[src/rtl/trr_pkg.sv]
package trr_pkg;

	localparam int DATA_W      = 32;
	localparam int TABLE_DEPTH = 64;
	localparam int ADDR_W      = $clog2(TABLE_DEPTH);
	localparam int COUNT_W     = 7;
	localparam int PROD_W      = 2 * DATA_W;
	localparam int FRAC_W      = 16;
	localparam int IN_DATA_W   = 136;
	localparam int CFG_IDX_W   = 3;

	localparam logic [DATA_W-1:0] DMAX = '1;

	localparam logic [CFG_IDX_W-1:0] REG_MODE_TABLE     = 3'd0;
	localparam logic [CFG_IDX_W-1:0] REG_GAS_FLUID      = 3'd1;
	localparam logic [CFG_IDX_W-1:0] REG_INV_CPDUST     = 3'd2;
	localparam logic [CFG_IDX_W-1:0] REG_TEMP_THRESHOLD = 3'd3;
	localparam logic [CFG_IDX_W-1:0] REG_COEF_CUBIC     = 3'd4;
	localparam logic [CFG_IDX_W-1:0] REG_COEF_QUARTIC   = 3'd5;
	localparam logic [CFG_IDX_W-1:0] REG_TABLE_SCALE    = 3'd6;
	localparam logic [CFG_IDX_W-1:0] REG_TABLE_COUNT    = 3'd7;

	localparam logic CMD_COMPUTE = 1'b0;
	localparam logic CMD_LOAD    = 1'b1;

	localparam logic [1:0] STATUS_OK       = 2'd0;
	localparam logic [1:0] STATUS_SAT      = 2'd1;
	localparam logic [1:0] STATUS_ZERO_DEN = 2'd2;

	typedef enum logic [4:0] {
		ST_IDLE, ST_TMUL, ST_TCHK, ST_TDIV, ST_POST, ST_RD0W, ST_RDNW,
		ST_SRCH, ST_SCMP, ST_IMUL, ST_IDIV0, ST_IDIV, ST_SMUL, ST_SSAT,
		ST_ASQ, ST_ASAT1, ST_ACUB, ST_ASAT2, ST_ACOEF, ST_OUT
	} state_t;

	typedef struct packed {
		logic              start;
		logic [PROD_W-1:0] num;
		logic [DATA_W-1:0] den;
	} div_req_t;

endpackage

[src/rtl/trr_div.sv]
module trr_div (
	input  logic                 clk,
	input  logic                 arst_n,
	input  trr_pkg::div_req_t    req,
	output logic                 done,
	output logic [trr_pkg::DATA_W-1:0] quot
);

	localparam int STEP_W = $clog2(trr_pkg::DATA_W);

	logic                        busy_q;
	logic                        done_q;
	logic [STEP_W-1:0]           cnt_q;
	logic [trr_pkg::DATA_W-1:0]  rem_q;
	logic [trr_pkg::DATA_W-1:0]  quo_q;
	logic [trr_pkg::DATA_W-1:0]  den_q;
	logic [trr_pkg::DATA_W:0]    trial;
	logic                        ge;

	// one quotient bit per cycle; the upper half of the dividend is below the divisor
	assign trial = {rem_q, quo_q[trr_pkg::DATA_W-1]};
	assign ge    = trial >= {1'b0, den_q};

	always_ff @(posedge clk or negedge arst_n) begin
		if (!arst_n) begin
			busy_q <= 1'b0;
			done_q <= 1'b0;
			cnt_q  <= '0;
		end else begin
			done_q <= 1'b0;
			if (req.start) begin
				busy_q <= 1'b1;
				cnt_q  <= '1;
			end else if (busy_q) begin
				cnt_q <= cnt_q - 1'b1;
				if (cnt_q == '0) begin
					busy_q <= 1'b0;
					done_q <= 1'b1;
				end
			end
		end
	end

	always_ff @(posedge clk) begin
		if (req.start) begin
			rem_q <= req.num[trr_pkg::PROD_W-1:trr_pkg::DATA_W];
			quo_q <= req.num[trr_pkg::DATA_W-1:0];
			den_q <= req.den;
		end else if (busy_q) begin
			rem_q <= ge ? trial[trr_pkg::DATA_W-1:0] - den_q : trial[trr_pkg::DATA_W-1:0];
			quo_q <= {quo_q[trr_pkg::DATA_W-2:0], ge};
		end
	end

	assign done = done_q;
	assign quot = quo_q;

endmodule

[config.mk]
export PLATFORM = sky130hd
export DESIGN_NAME = trr_div
export DESIGN_NICKNAME = d
export VERILOG_FILES = /design/src/rtl/trr_pkg.sv /design/src/rtl/trr_div.sv
export SDC_FILE = /design/constraint.sdc
export NUM_CORES = 1
export LEC_CHECK = 0
export ABC_AREA = 1
export BUFFER_PORTS_ARGS = -buffer_cell sky130_fd_sc_hd__buf_2
export CORE_MARGIN = 2
export CORE_UTILIZATION = 54
export DETAILED_ROUTE_END_ITERATION = 10
export HOLD_SLACK_MARGIN = 0.03
export PLACE_DENSITY = 0.78
export RECOVER_POWER = 100
export SLEW_MARGIN = 20
export SYNTH_ARGS = -nofsm -noshare
export SYNTH_HDL_FRONTEND = slang
export SYNTH_SLANG_ARGS = --single-unit
[constraint.sdc]
create_clock -name clk -period 3.1 [get_ports clk]
set_input_delay 0.31 -clock clk [delete_from_list [all_inputs] [get_ports clk]]
set_output_delay 0.31 -clock clk [all_outputs]
set_load 0.02 [all_outputs]
Yosys cells after proc, flatten, opt, wreduce, memory -nomap -nowiden
Cells that the tools add are included.
Widths: inputs -> output; s select.
{"block": "totals", "out_inout_bits": 33, "input_bits": 99, "regBits": 103, "elab_cells": 24}
{"block": "classes", "add_sub_neg": 2, "n_lt_le_gt_ge": 1, "reduce_logical": 2, "mux": 13}
{"op": "$mux 32", "n": 5}
{"op": "$ge 33x32->1", "n": 1}
{"op": "$sub 32x32->32", "n": 1}
{"op": "$mux 5", "n": 2}
{"op": "$mux 1", "n": 6}
{"op": "$logic_not 5->1", "n": 1}
{"op": "$sub 5x1->5 const B", "n": 1}
{"op": "$reduce_bool 2->1", "n": 1}

Depth between registers and ports, before layout
{"block": "depth", "word_depth": 4, "mapped_depth": 17, "depth_no_buf": 16}

Worst setup path after synthesis
Ideal clock, no wire load.
{"block": "synth_timing", "path_kind": "input-to-reg", "from": "in req[96] (netlist bit)", "to": "reg quo_q (netlist bit quot[0]) (enable)", "setup_ps": 689, "arrival_time_ps": 2212, "path_buffers": 3, "required_time_ps": 2411, "stages": 5, "path_slack_ps": 199, "cell_sequence": "clkbuf_1 inv_1 clkbuf_1 buf_1 nand2_1"}
{"block": "synth_between", "elab_chain_cells": 1}
{"item": "start: declaration", "line_no": "trr_div.sv:4", "text": "input trr_pkg::div_req_t req,"}
{"item": "$reduce_bool 2->1 (no source line)"}
{"item": "end signal: assignment", "line_no": "trr_div.sv:47", "text": "quo_q <= req.num[trr_pkg::DATA_W-1:0];"}
{"item": "end signal: assignment", "line_no": "trr_div.sv:51", "text": "quo_q <= {quo_q[trr_pkg::DATA_W-2:0], ge};"}
{"item": "end: declaration", "line_no": "trr_div.sv:15", "text": "logic [trr_pkg::DATA_W-1:0] quo_q;"}
No other way between the ends.
A chain may end at the register's enable or synchronous reset.

Final worst setup path
{"block": "layout_timing", "from": "reg rem_q[7] (netlist bit)", "to": "reg rem_q[8] (netlist bit) (data pin)"}
{"block": "layout_between", "elab_chain_cells": 4, "word_cells_on_any_way": 5, "classes_between": "1 x add/sub; 1 x order compare; 3 x mux"}
{"item": "start: declaration", "line_no": "trr_div.sv:14", "text": "logic [trr_pkg::DATA_W-1:0] rem_q;"}
{"item": "start signal: assignment", "line_no": "trr_div.sv:46", "text": "rem_q <= req.num[trr_pkg::PROD_W-1:trr_pkg::DATA_W];"}
{"item": "start signal: assignment", "line_no": "trr_div.sv:50", "text": "rem_q <= ge ? trial[trr_pkg::DATA_W-1:0] - den_q : trial[trr_pkg::DATA_W-1:0];"}
{"item": "$sub 32x32->32 / $ge 33x32->1 (equally long branches)", "line_no": "trr_div.sv:50, trr_div.sv:22"}
{"item": "$mux 32 (*)", "line_no": "trr_div.sv:50"}
{"item": "$mux 32 (*)", "line_no": "trr_div.sv:49", "text": "end else if (busy_q) begin"}
{"item": "$mux 32 (*)", "line_no": "trr_div.sv:45", "text": "if (req.start) begin"}
Every way passes the cells marked *; elsewhere a longest branch is shown, timed or not. The select of a mux whose other input is x is not followed.

==> PnR_summary.wiki <==
{| class="wikitable"
! Metric !! Value
|-
| Count of non-filler cells in the finished layout || 1290
|-
| Count of endpoints failing setup in the final report || 0
|-
| Number of buffers created by CTS || 9
|-
| Placed Instance Area || 7960 um^2
|-
| Data arrival, critical path || 2840 ps
|-
| Max-cap violation count || 1
|-
| Tcrit/Tclk final || 88.0%
|-
| Area growth from synthesis to layout || 14.6%
|-
| CTS Hold Buffers Added || 1
|-
| Post-detailed-routing wire length || 18500 um
|-
| Total congestion overflow after global routing || 0
|-
| Count of synthesis-stage warnings from yosys || 0
|-
| Clk pin slew, worst setup/hold paths || 80 ps
|-
| Unrepaired setup endpoints after global routing || no
|-
| Number of vias per cell || 5.00
|-
| Yosys top cell area share || 40.4%
|-
| Setup Crit Path Kind || flip-flop to flip-flop
|-
| Clock tree from TritonCTS || done
|-
| Cell accounting for the most synthesized area || edfxtp_1
|-
| Starting density of the core || 54.6%
|-
| Die width || 119 um
|-
| Total number of vias || 6454
|-
| Worst hold margin || 120 ps
|-
| Diodes inserted || 0
|-
| Post-synthesis instance area || 7140 um^2
|-
| Overall fraction of global-route tracks in use || 27.2%
|-
| Count of buffers inserted at the top-level ports || 131
|-
| Area of all placed cells without fillers || 8180 um^2
|-
| Slew @ Worst Pin || 1500 ps
|-
| Worst voltage drop across the vdd grid || 0.350 mV
|-
| WL/cell || 14.3 um
|-
| Area of the core || 13100 um^2
|-
| Violated checks || max-capacitance violations
|-
| Number of enable-type register cells in the synthesized netlist || 96
|-
| Pins Over Slew Limit || 0
|-
| Sum of negative setup slack || 0 ps
|-
| Part of the Yosys area used for sequential elements || 42.8%
|-
| Critical path's top delay family || simple AND/OR/NAND/NOR gates
|-
| Clock latency on the worst-skew pair || 360 ps
|-
| Final #Nets || 1243
|-
| HPWL Detailed || 14400 um
|-
| Vias in the first global route || 6409
|-
| Bufs on Longest Clock Path || 2
|-
| Worst-case headroom to the max-slew limit || 0.274%
|-
| Post-CTS Setup Repair Bufs || 0
|-
| Kind of end point of the critical path || flip-flop
|-
| Hold/Removal Path Class || primary input to flip-flop
|-
| Leakage power summed over all cells || 4.42 nW
|-
| Max FO, Critical Path || 22
|-
| Fillcell total || 1212
|-
| DIE HEIGHT || 119 um
|-
| Critical Path Max Stage Delay || 420 ps
|-
| Number of antenna violations at the first check in global routing || 0
|-
| 1st-pass router iterations || 6
|-
| Flip-flop and latch count after synthesis || 103
|-
| Worst setup slack after placement || 603 ps
|-
| Placer's final routability congestion estimate || 0.952
|-
| Skew final || 13.0 ps
|-
| Category of the worst setup path launch point || flip-flop
|-
| Htree depth || 3
|-
| # clock sinks || 103
|-
| Final design utilization || 62.5%
|-
| Count of antenna-violating nets left after detailed routing || 0
|-
| Wire length of the first global-routing pass || 30500 um
|-
| Post-synthesis average cell area || 7.28 um^2
|-
| Cell Rows || 42
|-
| Commonest cells after routing, fill and taps aside || nand2_1, inv_1, edfxtp_1, buf_2, nand3_1
|-
| Setup WS post-layout || 372 ps
|-
| Number of top-level pins || 132
|-
| Areal power density over the cells || 859 nW/um^2
|-
| Mapped Cells || 981
|-
| Cells along the critical path || ha_1 > nand2_2 > nor2_1 > nand3_1 > nand3_1 > nand2_1 > nand2_4 > nand2_4 > nand2_4 > buf_12 > nand2_1 > nand3_1 > nand2_1
|-
| Highest Clock Rate || 367 MHz
|-
| Minimum clock period after layout || 2730 ps
|-
| Synth area leaders || edfxtp_1, nand2_1, inv_1
|-
| DRC violation count after routing || 0
|-
| Buffer and inverter count on the worst path || 1
|-
| Root buf cell || clkbuf_16
|-
| Critical-path top delay cell || ha_1
|-
| Number of hold violations in the final report || 0
|-
| Total power of the final layout || 7.03 mW
|-
| Number of placed cells counting well taps || 1272
|-
| Share of final-layout standard cells stronger than drive strength 1 || 12.7%
|-
| Die Footprint || 14200 um^2
|-
| Pin count of the biggest net entering global routing || 102
|-
| Most common cell after layout, fill and taps aside || nand2_1
|-
| Post-cts repair resize count || 0
|-
| Nets in the synthesized netlist || 1115
|-
| First DRT Iteration DRCs || 461
|-
| Proportion of synthesized flip-flops having asynchronous set or reset || 6.80%
|-
| Prevailing post-synth register cell || edfxtp_1
|-
| Run status || finished with violations
|-
| Worst path required time || 3210 ps
|-
| Netlist cell types || 32
|}
[report_power, final]
part           leakage, nW  switching, mW  internal, mW
Sequential            1.08          0.159          1.89
Clock                0.142          0.576         0.582
Combinational         3.20           2.45          1.37
[area by class of cell]
cell class / count / area (um^2) / share of cell area, %
clock buffer: 10 / 239 / 2.92
clock inverter: 6 / 50.0 / 0.612
inverter: 162 / 608 / 7.43
multi-input combinational: 692 / 3310 / 40.5
sequential: 103 / 3060 / 37.4
tap: 176 / 220 / 2.69
timing repair buffer: 141 / 696 / 8.50
[synth_stat cells, types with 3 or more instances]
master	instances
o21ai_0	8
inv_1	161
buf_6	6
nand2_4	3
ha_1	34
nand2_2	7
dfrtp_1	7
nand2_1	438
nand3b_1	26
nor2_1	43
buf_2	4
clkbuf_1	9
nor2_2	10
nand3_1	67
a21oi_1	19
buf_1	3
edfxtp_1	96
nand4_1	10
xnor2_1	14
[sequential cells by signal, indices dropped and copies added, names as in the netlist]
signal	flops
busy_q	1
cnt_q	5
rem_q	32
quot	32
den_q	32
done	1
[kinds of logic after synthesis]
family | after synthesis | synth area share, %
AOI/OAI and AO/OA | 31 | 2.33
xor gates and xnor gates | 14 | 1.72
adders and majority gates | 35 | 6.24
buffers and inverters | 186 | 10.6
DFF | 103 | 42.8
and+or+nand+nor | 612 | 36.3
[path summary, 6_finish.rpt]
kind,startpoint,to,slack [ps],cells after the start
max,rem_q[7],rem_q[8],370,13
min,req[25],den_q[25],120,1
max reg2reg,rem_q[7],rem_q[8],370,13
min reg2reg,cnt_q[4],done,490,1
max in group asynchronous,arst_n,cnt_q[0],2420,2
min in group asynchronous,arst_n,cnt_q[1],380,2
[layer usage]
layer  track usage (%)  part of all wire, %
met2              44.6                   46
met3              6.08                  7.9
met1              36.6                   44
met4              7.37                  1.5
met5                 0                    0
Power figures use the tool's default switching activity.
